## src/rtl/oscillator_trim_search_defines.svh

```systemverilog
// Assertion helpers for the trim search block.
`ifndef OSCILLATOR_TRIM_SEARCH_DEFINES_SVH
`define OSCILLATOR_TRIM_SEARCH_DEFINES_SVH

// Same-cycle implication, disabled while in reset.
`define OTS_ASSERT_IMP(label, clk, rst_n, ante, cons) \
	label: assert property (@(posedge clk) disable iff (!rst_n) (ante) |-> (cons)) \
		else $error("ots assertion failed");

// Next-cycle implication, disabled while in reset.
`define OTS_ASSERT_NXT(label, clk, rst_n, ante, cons) \
	label: assert property (@(posedge clk) disable iff (!rst_n) (ante) |=> (cons)) \
		else $error("ots assertion failed");

`endif

```

## src/rtl/ots_pkg.sv

```systemverilog
package ots_pkg;

	localparam int unsigned TRIM_W   = 8;
	localparam int unsigned WEIGHT_W = 7;
	localparam int unsigned FRAME_W  = 16;

	localparam logic [FRAME_W-1:0]  TARGET_RESET  = 16'd2356;
	localparam logic [FRAME_W-1:0]  INIT_DEV      = 16'd9999;
	localparam logic [WEIGHT_W-1:0] FIRST_WEIGHT  = 7'd64;
	localparam logic [TRIM_W-1:0]   LOWER_BASE    = 8'd0;
	localparam logic [TRIM_W-1:0]   UPPER_BASE    = 8'd128;

	localparam logic MODE_START   = 1'b0;
	localparam logic MODE_MEASURE = 1'b1;

	typedef struct packed {
		logic                searching;
		logic                upper;
		logic [WEIGHT_W-1:0] weight;
		logic [TRIM_W-1:0]   trial;
		logic [TRIM_W-1:0]   best_trim;
		logic [FRAME_W-1:0]  best_dev;
	} search_state_t;

	typedef struct packed {
		logic [TRIM_W-1:0] trim;
		logic              done;
		logic              accepted;
	} step_result_t;

	localparam search_state_t STATE_RESET = '{
		searching: 1'b0,
		upper:     1'b0,
		weight:    FIRST_WEIGHT,
		trial:     '0,
		best_trim: '0,
		best_dev:  INIT_DEV
	};

endpackage

```

## src/rtl/ots_step.sv

```systemverilog
module ots_step (
	input  ots_pkg::search_state_t         cur,
	input  logic                           mode,
	input  logic [ots_pkg::FRAME_W-1:0]    frame_length,
	input  logic [ots_pkg::FRAME_W-1:0]    target,
	output ots_pkg::search_state_t         nxt,
	output ots_pkg::step_result_t          res
);
	import ots_pkg::*;

	logic [FRAME_W:0]      diff;
	logic                  too_short;
	logic [FRAME_W-1:0]    dev;
	logic                  better;
	logic [WEIGHT_W-1:0]   half;
	logic [TRIM_W-1:0]     half_ext;
	logic [TRIM_W-1:0]     first_ext;
	logic                  tgt_nz;

	assign diff      = {1'b0, frame_length} - {1'b0, target};
	assign too_short = diff[FRAME_W];
	assign dev       = too_short ? (~diff[FRAME_W-1:0] + 1'b1) : diff[FRAME_W-1:0];
	assign better    = dev < cur.best_dev;
	assign half      = cur.weight >> 1;
	assign half_ext  = {1'b0, half};
	assign first_ext = {1'b0, FIRST_WEIGHT};
	// first trial of a region steps up from the base when the target is nonzero, down otherwise
	assign tgt_nz    = |target;

	always_comb begin
		nxt          = cur;
		res.trim     = cur.best_trim;
		res.done     = 1'b0;
		res.accepted = 1'b1;
		if (mode == MODE_START) begin
			nxt.searching = 1'b1;
			nxt.upper     = 1'b0;
			nxt.weight    = FIRST_WEIGHT;
			nxt.best_trim = '0;
			nxt.best_dev  = INIT_DEV;
			nxt.trial     = tgt_nz ? (LOWER_BASE + first_ext) : (LOWER_BASE - first_ext);
			res.trim      = nxt.trial;
		end else if (!cur.searching) begin
			res.accepted = 1'b0;
		end else begin
			if (better) begin
				nxt.best_trim = cur.trial;
				nxt.best_dev  = dev;
			end
			if (half == '0) begin
				nxt.weight = FIRST_WEIGHT;
				if (!cur.upper) begin
					nxt.upper = 1'b1;
					nxt.trial = tgt_nz ? (UPPER_BASE + first_ext)
						: (UPPER_BASE - first_ext);
					res.trim  = nxt.trial;
				end else begin
					nxt.searching = 1'b0;
					res.trim      = nxt.best_trim;
					res.done      = 1'b1;
				end
			end else begin
				nxt.weight = half;
				nxt.trial  = too_short ? (cur.trial + half_ext) : (cur.trial - half_ext);
				res.trim   = nxt.trial;
			end
		end
	end

endmodule

```

## src/rtl/oscillator_trim_search.sv

```systemverilog
// Successive-approximation oscillator trim search, two 7-step regions.
// The input register takes the request, then the result register loads once the output
// can accept it. Throughput: one request per cycle unless the output stalls.
// State updates as an item leaves stage 1.
// Reset (arst_n low, async): idle, best trim 0, best deviation 9999, target 2356.
`include "oscillator_trim_search_defines.svh"

module oscillator_trim_search (
	input  logic                          clk,
	input  logic                          arst_n,
	input  logic                          cfg_we,
	input  logic [ots_pkg::FRAME_W-1:0]   cfg_wdata,
	input  logic                          s_axis_tvalid,
	output logic                          s_axis_tready,
	input  logic [15:0]                   s_axis_tdata,  // [15:0] frame_length
	input  logic                          s_axis_tuser,  // [0] mode
	output logic                          m_axis_tvalid,
	input  logic                          m_axis_tready,
	output logic [7:0]                    m_axis_tdata,  // [7:0] trim_value
	output logic [1:0]                    m_axis_tuser   // [0] done_res, [1] accepted
);
	import ots_pkg::*;

	logic [FRAME_W-1:0] target_q;
	search_state_t      state_q;
	search_state_t      state_nxt;
	step_result_t       res;

	logic               valid_s1;
	logic               mode_s1;
	logic [FRAME_W-1:0] frame_s1;

	logic               valid_s2;
	step_result_t       res_s2;

	logic               advance;
	logic               take_in;

	assign advance       = valid_s1 && (!valid_s2 || m_axis_tready);
	assign s_axis_tready = !valid_s1 || advance;
	assign take_in       = s_axis_tvalid && s_axis_tready;

	ots_step u_step (
		.cur          (state_q),
		.mode         (mode_s1),
		.frame_length (frame_s1),
		.target       (target_q),
		.nxt          (state_nxt),
		.res          (res)
	);

	always_ff @(posedge clk or negedge arst_n) begin
		if (!arst_n) begin
			target_q <= TARGET_RESET;
			state_q  <= STATE_RESET;
			valid_s1 <= 1'b0;
			valid_s2 <= 1'b0;
		end else begin
			if (cfg_we) begin
				target_q <= cfg_wdata;
			end
			if (advance) begin
				state_q <= state_nxt;
			end
			if (s_axis_tready) begin
				valid_s1 <= s_axis_tvalid;
			end
			if (!valid_s2 || m_axis_tready) begin
				valid_s2 <= valid_s1;
			end
		end
	end

	always_ff @(posedge clk) begin
		if (take_in) begin
			mode_s1  <= s_axis_tuser;
			frame_s1 <= s_axis_tdata;
		end
		if (advance) begin
			res_s2 <= res;
		end
	end

	assign m_axis_tvalid = valid_s2;
	assign m_axis_tdata  = res_s2.trim;
	assign m_axis_tuser  = {res_s2.accepted, res_s2.done};

	`OTS_ASSERT_IMP(a_weight_onehot, clk, arst_n, 1'b1, $onehot(state_q.weight))
	`OTS_ASSERT_IMP(a_idle_weight, clk, arst_n, !state_q.searching,
		state_q.weight == FIRST_WEIGHT)
	`OTS_ASSERT_IMP(a_done_accepted, clk, arst_n, valid_s2 && res_s2.done, res_s2.accepted)
	`OTS_ASSERT_NXT(a_result_follows, clk, arst_n, advance, valid_s2)
	`OTS_ASSERT_NXT(a_start_searches, clk, arst_n, advance && (mode_s1 == MODE_START),
		state_q.searching && !res_s2.done)

endmodule
```

## config.mk

```make
export PLATFORM = sky130hd
export DESIGN_NAME = oscillator_trim_search
export DESIGN_NICKNAME = d
export VERILOG_FILES = /design/src/rtl/ots_pkg.sv /design/src/rtl/ots_step.sv /design/src/rtl/oscillator_trim_search.sv
export VERILOG_INCLUDE_DIRS = /design/src /design/src/rtl
export SDC_FILE = /design/constraint.sdc
export NUM_CORES = 1
export LEC_CHECK = 0
export ABC_AREA = 0
export BUFFER_PORTS_ARGS = -buffer_cell sky130_fd_sc_hd__buf_2
export CORE_ASPECT_RATIO = 0.5
export CORE_MARGIN = 8
export CORE_UTILIZATION = 45
export CTS_CLUSTER_SIZE = 12
export DETAILED_ROUTE_END_ITERATION = 12
export PLACE_DENSITY = 0.67
export SYNTH_ARGS = -nofsm -noshare
export SYNTH_HDL_FRONTEND = slang
export SYNTH_SLANG_ARGS = --single-unit
export TNS_END_PERCENT = 5
```

## constraint.sdc

```tcl
create_clock -name clk -period 6.45 [get_ports clk]
set_input_delay 1.29 -clock clk [delete_from_list [all_inputs] [get_ports clk]]
set_output_delay 1.29 -clock clk [all_outputs]
set_load 0.01 [all_outputs]
```

=== Word-level counts from Yosys, hierarchy flattened ===
Index checks and enable logic that the tools add are counted.

* Flip-flop bits (word level): 86
* Latch bits: 0
* Bits in writable memories: 0
* Memory bits (read-only): 0
* Bits of input ports: 38
* Output and inout port bits: 12
* Word-level logic and storage cells: 55
* Memories kept: 0

* Add/subtract/negate cells: 4
* Multiply operators: 0
* Div/mod/pow operators: 0
* $lt $le $gt $ge: 1
* Equality and inequality tests: 4
* Shift operators: 0
* Muxes and demuxes: 18
* Bitwise gates (word level): 1
* Reduce and logical (&&, ||, !) cells: 13

{| class="wikitable"
|+ Operators by type and width
! operator !! number
|-
| 41-bit 2-to-1 mux || 2
|-
| 8-bit 2-to-1 mux || 7
|-
| 24-bit 2-to-1 mux || 1
|-
| 16-bit by 16-bit subtractor with 17-bit output || 1
|-
| 16-bit by 1-bit adder with 16-bit output (second input constant) || 1
|-
| 16-bit < comparator || 1
|-
| 16-bit 2-to-1 mux || 1
|-
| 16-bit NOT || 1
|-
| 16-bit OR reduction || 1
|-
| 15-bit 2-to-1 mux || 1
|-
| 3-bit AND reduction || 4
|-
| 9-bit 2-to-1 mux || 1
|-
| 8-bit by 6-bit adder with 8-bit output || 1
|-
| 8-bit by 6-bit subtractor with 8-bit output || 1
|-
| 7-bit logical NOT || 1
|-
| 1-bit 2-to-1 mux || 4
|-
| 2-bit by 1-bit != test with 1-bit output (second input constant) || 2
|-
| 3-bit != test (second input constant) || 1
|-
| 1-bit logical AND || 2
|-
| 1-bit logical NOT || 2
|-
| 1-bit logical OR || 2
|-
| 2-bit 2-to-1 mux || 1
|-
| 2-bit != test (second input constant) || 1
|-
| 2-bit AND reduction || 1
|}

=== Longest topological paths before layout ===
Gate-level depths: netlist of the first run.

* Depth after elaboration: 10
* Depth in mapped cells: 24
* Gate-level depth less buffers: 21

=== By module ===
Synthesis of the first run repeated with hierarchy kept, for this count alone.

* Cells, all modules: 611
* Area total of the unflattened synthesis: 6227.2 um2

{| class="wikitable"
|+ By module, submodules not included
! module !! times used !! cells each !! area each (um2) !! sequential area each (um2)
|-
| oscillator_trim_search || 1 || 156 || 3205.6 || 2304.7
|-
| ots_step || 1 || 455 || 3021.6 || 0.0
|}

=== Least setup slack after synthesis of the first run ===
OpenSTA, ideal clock, no wires.

* Path type: reg-to-reg
* Start point: register target_q[4]
* End point: register state_q[11] in the netlist's numbering
* Setup time: 66 ps
* Data arrival time: 4896 ps
* Required time: 6384 ps
* Path slack: 1487 ps
* Cell stages (with the launch flop): 22
* Buffers on the path: 3
* Period minus slack after synthesis: 4963 ps
* Cells stage by stage: dfstp_2 -> inv_1 -> ha_1 -> a21o_2 -> a21oi_1 -> nand2_1 -> a211oi_1 -> a211oi_1 -> nor2_2 -> buf_2 -> mux2i_1 -> ha_1 -> a21boi_0 -> o21a_1 -> o21ai_0 -> a21oi_1 -> o22a_1 -> nand2b_1 -> clkbuf_1 -> nor3_1 -> clkbuf_1 -> a22o_1

* Word-level cells in the longest chain between the ends: 7
* Elaborated cells between the ends (all ways): 10
* Classes of those cells: add/sub: 2; order compare: 1; eq/ne: 1; mux: 4; bitwise: 1; reduce/logical: 1

{| class="wikitable"
|+ Ends and longest elaborated chain
! element !! RTL line !! text
|-
| from (decl) || oscillator_trim_search.sv:24 || <nowiki>logic [FRAME_W-1:0] target_q;</nowiki>
|-
| from (signal assigned) || oscillator_trim_search.sv:60 || <nowiki>target_q <= cfg_wdata;</nowiki>
|-
| 16-bit by 16-bit subtractor with 17-bit output * || ots_step.sv:20 || <nowiki>assign diff = {1'b0, frame_length} - {1'b0, target};</nowiki>
|-
| 16-bit NOT || ots_step.sv:22 || <nowiki>assign dev = too_short ? (~diff[FRAME_W-1:0] + 1'b1) : diff[FRAME_W-1:0];</nowiki>
|-
| 16-bit by 1-bit adder with 16-bit output || ots_step.sv:22 ||
|-
| 16-bit 2-to-1 mux * || ots_step.sv:22 ||
|-
| 16-bit < comparator or 24-bit 2-to-1 mux (tied branches) || ots_step.sv:23, ots_step.sv:46 ||
|-
| 2-bit by 1-bit != test with 1-bit output (no source line) or 41-bit 2-to-1 mux (tied branches) || n/a ||
|-
| 3-bit AND reduction (no source line) or 41-bit 2-to-1 mux (tied branches) || n/a ||
|-
| to (signal assigned) || oscillator_trim_search.sv:63 || <nowiki>state_q <= state_nxt;</nowiki>
|-
| to (decl) || oscillator_trim_search.sv:25 || <nowiki>search_state_t state_q;</nowiki>
|}

Every way passes the cells marked *; elsewhere a longest branch is shown, timed or not. The select of a mux whose other input is x is not followed.
A chain may end at the register's enable or synchronous reset.

=== Final worst setup path of the first run ===
* Start point: register target_q[2]
* End point: register state_q[17] in the netlist's numbering

* Word-level cells in the longest chain between the ends: 8

{| class="wikitable"
|+ Ends and longest elaborated chain
! element !! RTL line !! text
|-
| 16-bit by 16-bit subtractor with 17-bit output * || ots_step.sv:20 ||
|-
| 16-bit NOT || ots_step.sv:22 ||
|-
| 16-bit by 1-bit adder with 16-bit output || ots_step.sv:22 ||
|-
| 16-bit 2-to-1 mux * || ots_step.sv:22 ||
|-
| 16-bit < comparator * || ots_step.sv:23 || <nowiki>assign better = dev < cur.best_dev;</nowiki>
|-
| 24-bit 2-to-1 mux * || ots_step.sv:46 || <nowiki>if (better) begin</nowiki>
|-
| 41-bit 2-to-1 mux * || ots_step.sv:43 || <nowiki>end else if (!cur.searching) begin</nowiki>
|-
| 41-bit 2-to-1 mux * || ots_step.sv:35 || <nowiki>if (mode == MODE_START) begin</nowiki>
|}

Marked as above.

==> flow_metrics.env, run 1 <==
export IMPL_postCtsSetupRepairBufs=0
export IMPL_die_area_um2=15300
export IMPL_crit_path_end_kind="flop"
export IMPL_yosys_most_used_dff="dfrtp_1"
export IMPL_place_congestion=0.873
export IMPL_syn_inst=527
export IMPL_num_vias=4039
export IMPL_fp_dieH_um=91.6
export IMPL_path_buf_inv=2
export IMPL_antenna_found_initial=0
export IMPL_die_w_um=167
export IMPL_maxCapViolCount=0
export IMPL_period_share_pct=88.4
export IMPL_drive_gt1_share_pct=15.9
export IMPL_whs_ns=0.478
export IMPL_ys_seq_area_share_pct=44.3
export IMPL_crit_top_cell="o21ai_0"
export IMPL_ant_nets=0
export IMPL_ys_ff_latch=85
export IMPL_cts_inserted_buffers=9
export IMPL_hold_violations=0
export IMPL_synth_edf_count=27
export IMPL_cp_data_arrival_time_ns=5.96
export IMPL_grt_max_degree=59
export IMPL_worstPathRequired_ns=6.70
export IMPL_cts_max_path_buffers=2
export IMPL_wl_per_cell_um=15.9
export IMPL_p_leak_uw=0.00266
export IMPL_synthTopCellsByArea="dfrtp_1 (21%), edfxtp_1 (16%), ha_1 (9.7%)"
export IMPL_status="finished clean"
export IMPL_nets=661
export IMPL_track_usage_pct=15.7
export IMPL_finalSetupTns_ns=0
export IMPL_gr_total_overflow=0
export IMPL_dr_pass1_iters=5
export IMPL_crit_slowest_cell="dfstp_2"
export IMPL_coreArea_um2=11100
export IMPL_r2r_worst_path_cells=21
export IMPL_avgSynthCellArea_um2=9.76
export IMPL_synthArstFlopShare_pct=68.2
export IMPL_fillers=1044
export IMPL_slowest_delay_ns=0.53
export IMPL_worst_slew_pin_slew_ns=1.23
export IMPL_max_vdd_ir_drop_mv=0.158
export IMPL_synth_distinct_cells=58
export IMPL_grt_pass1_vias=3969
export IMPL_grt_pass1_wl_um=19600
export IMPL_finClkSkew_ns=0.00748
export IMPL_clock_latency_ns=0.34
export IMPL_ys_warn_count=0
export IMPL_drc=0
export IMPL_synth_top_area_cell="dfrtp_1"
export IMPL_clkTransAtPathRegs_ns=0.06
export IMPL_area_growth_pct=13.9
export IMPL_power_density_nw_per_um2=362
export IMPL_min_path_type="flop to flop"
export IMPL_path_cells="inv_1, ha_1, and2b_1, o2111ai_1, nand2_1, a211oi_1, a211oi_1, nor2_2, buf_4, o21ai_0, xor2_1, ha_1, a21o_1, a21oi_1, o21ai_0, o21ai_0, a21o_1, nand2b_1, o22ai_1, nand2_1, o21ai_0"
export IMPL_rr_endpoint="state_q[17]"
export IMPL_path_delay_family="compound AO/OA/AOI/OAI gates"
export IMPL_io_buffer_count=49
export IMPL_hp_start="state_q[8]"
export IMPL_synth_top_area_share_pct=21.4
export IMPL_cts_sinks=85
export IMPL_synth_nets=607
export IMPL_drt_iter0_drc=239
export IMPL_crit_fanout=15
export IMPL_synth_area_um2=5140
export IMPL_cts_tree="built"
export IMPL_worstSetupPathType="flop to flop"
export IMPL_htreeDepth=3
export IMPL_diodes=0
export IMPL_reg2reg_from="target_q[2]"
export IMPL_io_pins=50
export IMPL_hold_path_depth=2
export IMPL_period_needed_ns=5.70
export IMPL_cts_resized=0
export IMPL_dp_hpwl_um=8830
export IMPL_rows=27
export IMPL_rsz0062_at_grt="false"
export IMPL_postCtsHoldBufs=0
export IMPL_fmax_ghz=0.175
export IMPL_slew_limit_headroom_pct=17.1
export IMPL_holdPathEnd="state_q[8]"
export IMPL_setup_viol=0
export IMPL_slew_viol_final=0
export IMPL_critPathLaunchType="flop"
export IMPL_wirelength_um=11700
export IMPL_cts_root_buf="clkbuf_16"
export IMPL_rrSetupSlack_ns=0.75
export IMPL_vias_per_cell=5.53
export IMPL_initial_core_util_pct=46.4
[kinds of logic (layout without fill, tap and decap cells)]
kind of cell	Yosys count	count (layout)	synth area share, %
AND/OR/NAND/NOR	144	144	13.1
adder cells (fa/ha/maj)	42	42	10.5
flip-flops	85	85	44.3
AO/OA/AOI/OAI	145	145	19.7
XOR/XNOR	35	35	5.96
buffers and inverters	70	129	5.14
multiplexers	6	6	1.24
[registers in the layout, indices dropped and copies added, names as in the netlist]
register,count
m_axis_tdata,8
target_q,16
m_axis_tvalid,1
m_axis_tuser,2
frame_s1,16
mode_s1,1
valid_s1,1
state_q,40
[power breakdown]
group	internal, uW	switching, uW
logic	365	487
registers	687	67.8
clock network	300	214
[worst max-delay path by stage]
stage                            from           to  slack [ns]  depth (start not counted)
final                     target_q[2]  state_q[17]        0.75                         21
after floorplan           target_q[4]  state_q[11]        1.49                         21
after global routing      target_q[2]  state_q[22]        0.24                         21
after global placement    target_q[2]  state_q[17]        0.91                         21
after CTS                 target_q[2]  state_q[17]        0.74                         21
after detailed placement  target_q[2]  state_q[17]        0.79                         21
[metal layers]
layer	global-route usage, %	share of wire, %
met1	20.7	49
met2	25.1	45
met3	4.15	5.1
met4	4.13	1.1
met5	0	0
[cell usage in the layout, fill, tap and decap left out, types with 10 or more instances in the layout]
cell      instances
buf_2            49
edfxtp_1         27
inv_1            57
o21ai_0          43
xor2_1           10
dfrtp_1          44
xnor2_1          25
nand2b_1         11
ha_1             40
nand2_1          52
nor2_1           35
a22o_1           19
nor3_1           12
dfstp_2          14
a21oi_1          19
[worst register-to-register path: stages, from the launching register on]
cell and delay, ns:
dfstp_2 0.53, inv_1 0.05, ha_1 0.34, and2b_1 0.19, o2111ai_1 0.39, nand2_1 0.17, a211oi_1 0.47, a211oi_1 0.33
nor2_2 0.26, buf_4 0.26, o21ai_0 0.14, xor2_1 0.25, ha_1 0.30, a21o_1 0.16, a21oi_1 0.13, o21ai_0 0.10
o21ai_0 0.17, a21o_1 0.20, nand2b_1 0.20, o22ai_1 0.47, nand2_1 0.31, o21ai_0 0.22
[metrics by stage]
| stage | power (uW) | area, um^2 | setup slack (ns) | util, % | instances |
|---|---|---|---|---|---|
| 6_report | 2120 | 5860 | 0.749 | 52.9 | 731 |
| 5_1_grt | 2280 | 5860 | 0.239 | 52.9 | 731 |
| 4_1_cts | 2140 | 5860 | 0.736 | 52.9 | 731 |
| 3_5_place_dp | 1610 | 5570 | 0.786 | 50.2 | 715 |
| 3_3_place_gp | 1600 | 5570 | 0.910 | 50.2 | 715 |
| 2_1_floorplan | 1410 | 5140 | 1.49 | - | 527 |
[Yosys cell counts (all sizes together) (4+ instances only)]
library cell	instances
dfstp	14
nor4	5
a2bb2oi	6
o21a	4
ha	40
inv	57
nor2	36
xor2	10
a21o	8
o22a	4
nand3	6
nand2	52
o21ai	44
a211oi	5
nand2b	11
edfxtp	27
nand4	8
a222oi	5
clkbuf	11
a22o	19
dfrtp	44
a21oi	19
nor3	12
o22ai	5
xnor2	25
o41ai	4
[cell type report]
class                           instances  area, um^2  area share (%)
Multi-Input combinational cell        372        2600            44.3
Sequential cell                        85        2280            38.9
Timing Repair Buffer                   55         290            4.96
Clock buffer                           10         229            3.91
Inverter                               58         218            3.72
Tap cell                              145         181            3.10
Clock inverter                          6        62.6            1.07
Power figures use the tool's default switching activity.
==> run 2: changes to the inputs <==
--- a/config.mk
+++ b/config.mk
@@ -7,13 +7,15 @@
 export NUM_CORES = 1
 export LEC_CHECK = 0
 export ABC_AREA = 0
+export ABC_CLOCK_PERIOD_IN_PS = 6450
 export BUFFER_PORTS_ARGS = -buffer_cell sky130_fd_sc_hd__buf_2
+export CAP_MARGIN = 20
 export CORE_ASPECT_RATIO = 0.5
 export CORE_MARGIN = 8
-export CORE_UTILIZATION = 45
+export CORE_UTILIZATION = 60
 export CTS_CLUSTER_SIZE = 12
 export DETAILED_ROUTE_END_ITERATION = 12
-export PLACE_DENSITY = 0.67
+export PLACE_DENSITY = 0.85
 export SYNTH_ARGS = -nofsm -noshare
 export SYNTH_HDL_FRONTEND = slang
 export SYNTH_SLANG_ARGS = --single-unit
==> run 2 against run 1 <==
Power is 2.6% higher. Sequential power up 2%. Die area is 22% lower. Routed wire length grew 19%. Count of clock-buffer cells in the layout decreased by 1. Utilization up 16 points. Final cell count decreased by 3.8%. Worst hold slack better by 0.0018 ns. Worst setup slack worse by 0.23 ns. Via count is 7.6% higher. Critical path depth shrank 1. Clock skew fell by 0.00093 ns. Largest cell class unchanged.
==> flow_metrics.env, run 2 (synthesis results as in run 1) <==
export IMPL_slowest_delay_ns=0.55
export IMPL_place_congestion=0.914
export IMPL_min_path_type="flop to flop"
export IMPL_rows=24
export IMPL_htreeDepth=3
export IMPL_clkTransAtPathRegs_ns=0.06
export IMPL_final_cell_mix="inv_1 (57), nand2_1 (52), buf_2 (49)"
export IMPL_period_needed_ns=5.93
export IMPL_rr_endpoint="state_q[2]"
export IMPL_layout_commonest_cell="inv_1"
export IMPL_setup_viol=0
export IMPL_area_growth_pct=13.1
export IMPL_power_switching_uw=861
export IMPL_drc=0
export IMPL_wl_per_cell_um=19.7
export IMPL_comb_power_share_pct=42.2
export IMPL_critPathLaunchType="flop"
export IMPL_dpl_instance_area_um2=5530
export IMPL_grt_pass1_vias=4248
export IMPL_die_w_um=147
export IMPL_cts_tree="built"
export IMPL_initial_core_util_pct=60.5
export IMPL_cts_resized=0
export IMPL_rrSetupSlack_ns=0.52
export IMPL_regMostFlops="state_q"
export IMPL_fin_area_um2=5820
export IMPL_max_vdd_ir_drop_mv=0.164
export IMPL_worstPathRequired_ns=6.70
export IMPL_nets=661
export IMPL_postCtsHoldBufs=0
export IMPL_largest_reg_flops=40
export IMPL_slew_viol_final=0
export IMPL_wirelength_um=13800
export IMPL_status="finished clean"
export IMPL_coreArea_um2=8500
export IMPL_power_total_uw=2180
export IMPL_io_buffer_count=49
export IMPL_intPower_uw=1320
export IMPL_finClkSkew_ns=0.00656
export IMPL_io_pins=50
export IMPL_clock_latency_ns=0.35
export IMPL_diodes=0
export IMPL_grt_max_degree=59
export IMPL_fmax_ghz=0.169
export IMPL_fp_dieH_um=81.5
export IMPL_pwr_share_clk_pct=22.6
export IMPL_dp_hpwl_um=10300
export IMPL_cts_sinks=85
export IMPL_crit_path_end_kind="flop"
export IMPL_postCtsSetupRepairBufs=0
export IMPL_largest_registers="state_q x40, frame_s1 x16, target_q x16"
export IMPL_p_seq_share_pct=35.2
export IMPL_track_usage_pct=24.0
export IMPL_period_share_pct=91.9
export IMPL_dr_pass1_iters=6
export IMPL_worst_slew_pin_slew_ns=1.03
export IMPL_path_cells="inv_1, ha_1, and2b_1, o2111ai_1, nand2_1, a211oi_2, a211oi_1, nor2_4, o21ai_0, xor2_1, ha_1, a21o_1, a21oi_1, o21ai_0, o21ai_0, a21o_1, nand2b_1, o22ai_1, nand2_1, a2bb2oi_1"
export IMPL_crit_slowest_cell="o2111ai_1"
export IMPL_worstSetupPathType="flop to flop"
export IMPL_grt_pass1_wl_um=22300
export IMPL_gr_total_overflow=0
export IMPL_reg2reg_from="target_q[2]"
export IMPL_power_density_nw_per_um2=374
export IMPL_hold_violations=0
export IMPL_cts_max_path_buffers=2
export IMPL_sw_frac_of_total_pct=39.6
export IMPL_vias_per_cell=6.18
export IMPL_ant_nets=0
export IMPL_critPathLaunch="target_q[2]"
export IMPL_setup_ws_ns=0.521
export IMPL_slew_limit_headroom_pct=30.7
export IMPL_crit_fanout=15
export IMPL_maxCapViolCount=0
export IMPL_rsz0062_at_grt="false"
export IMPL_cp_data_arrival_time_ns=6.18
export IMPL_cts_inserted_buffers=9
export IMPL_crit_top_cell="o21ai_0"
export IMPL_drt_iter0_drc=471
export IMPL_cp_endpoint="state_q[2]"
export IMPL_r2r_worst_path_cells=20
export IMPL_die_area_um2=12000
export IMPL_num_vias=4346
export IMPL_pre_cts_ws_ns=0.468
export IMPL_drive_gt1_share_pct=16.4
export IMPL_antenna_found_initial=1
export IMPL_finalSetupTns_ns=0
export IMPL_p_leak_uw=0.00266
export IMPL_cts_root_buf="clkbuf_16"
==> run 2: critical path: cells and delay by family (launching register included) <==
| kind | cells | cell delay [ns] |
|---|---|---|
| AO/OA/AOI/OAI | 11 | 2.96 |
| AND/OR/NAND/NOR | 5 | 1.39 |
| adder cells (fa/ha/maj) | 2 | 0.64 |
| flip-flops | 1 | 0.54 |
| XOR/XNOR | 1 | 0.24 |
| buffers and inverters | 1 | 0.06 |
==> run 2: per-stage QoR <==
stage	utilization, %	cells	hold WS [ns]
after floorplan	-	527	0.457
after global placement	65.1	687	0.473
after detailed placement	65.1	687	0.474
after CTS	68.3	703	0.483
after global routing	68.4	703	0.513
final	68.4	703	0.480
==> run 2: power by group through the flow <==
stage                     sequential, uW  combinational, uW  clock (uW)
after floorplan                      742                666           0
after CTS                            761                894         494
after global placement               763                852           0
final                                766                919         491
after detailed placement             769                882           0
after global routing                 775               1010         513
==> run 2: area by class of cell <==
| type | count | area, um^2 |
|---|---|---|
| multi-input cells | 372 | 2610 |
| flip-flops and latches | 85 | 2280 |
| inverters | 58 | 218 |
| fillers | 638 | 2680 |
| well taps | 117 | 146 |
| clock buffers | 9 | 225 |
| clock inverters | 7 | 50.0 |
| repair buffers | 55 | 290 |
==> run 2: routing by layer <==
metal | global-route usage [%] | up-vias | routed length, um
met2 | 33.5 | 247 | 5430
met1 | 34.2 | 2072 | 6400
met3 | 8.52 | 28 | 1750
met4 | 7.77 | 2 | 227
met5 | 0 | - | 13
li1 | - | 1997 | -
==> run 2: worst min-delay path by stage <==
| stage | from | cells after the start | endpoint | slack, ns |
|---|---|---|---|---|
| finish | state_q[9] | 2 | state_q[9] | 0.48 |
| global route | state_q[13] | 2 | state_q[13] | 0.51 |
| CTS | state_q[10] | 2 | state_q[10] | 0.48 |
| detailed placement | state_q[10] | 2 | state_q[10] | 0.47 |
| global placement | state_q[9] | 2 | state_q[9] | 0.47 |
| floorplan | valid_s1 | 1 | m_axis_tvalid | 0.46 |
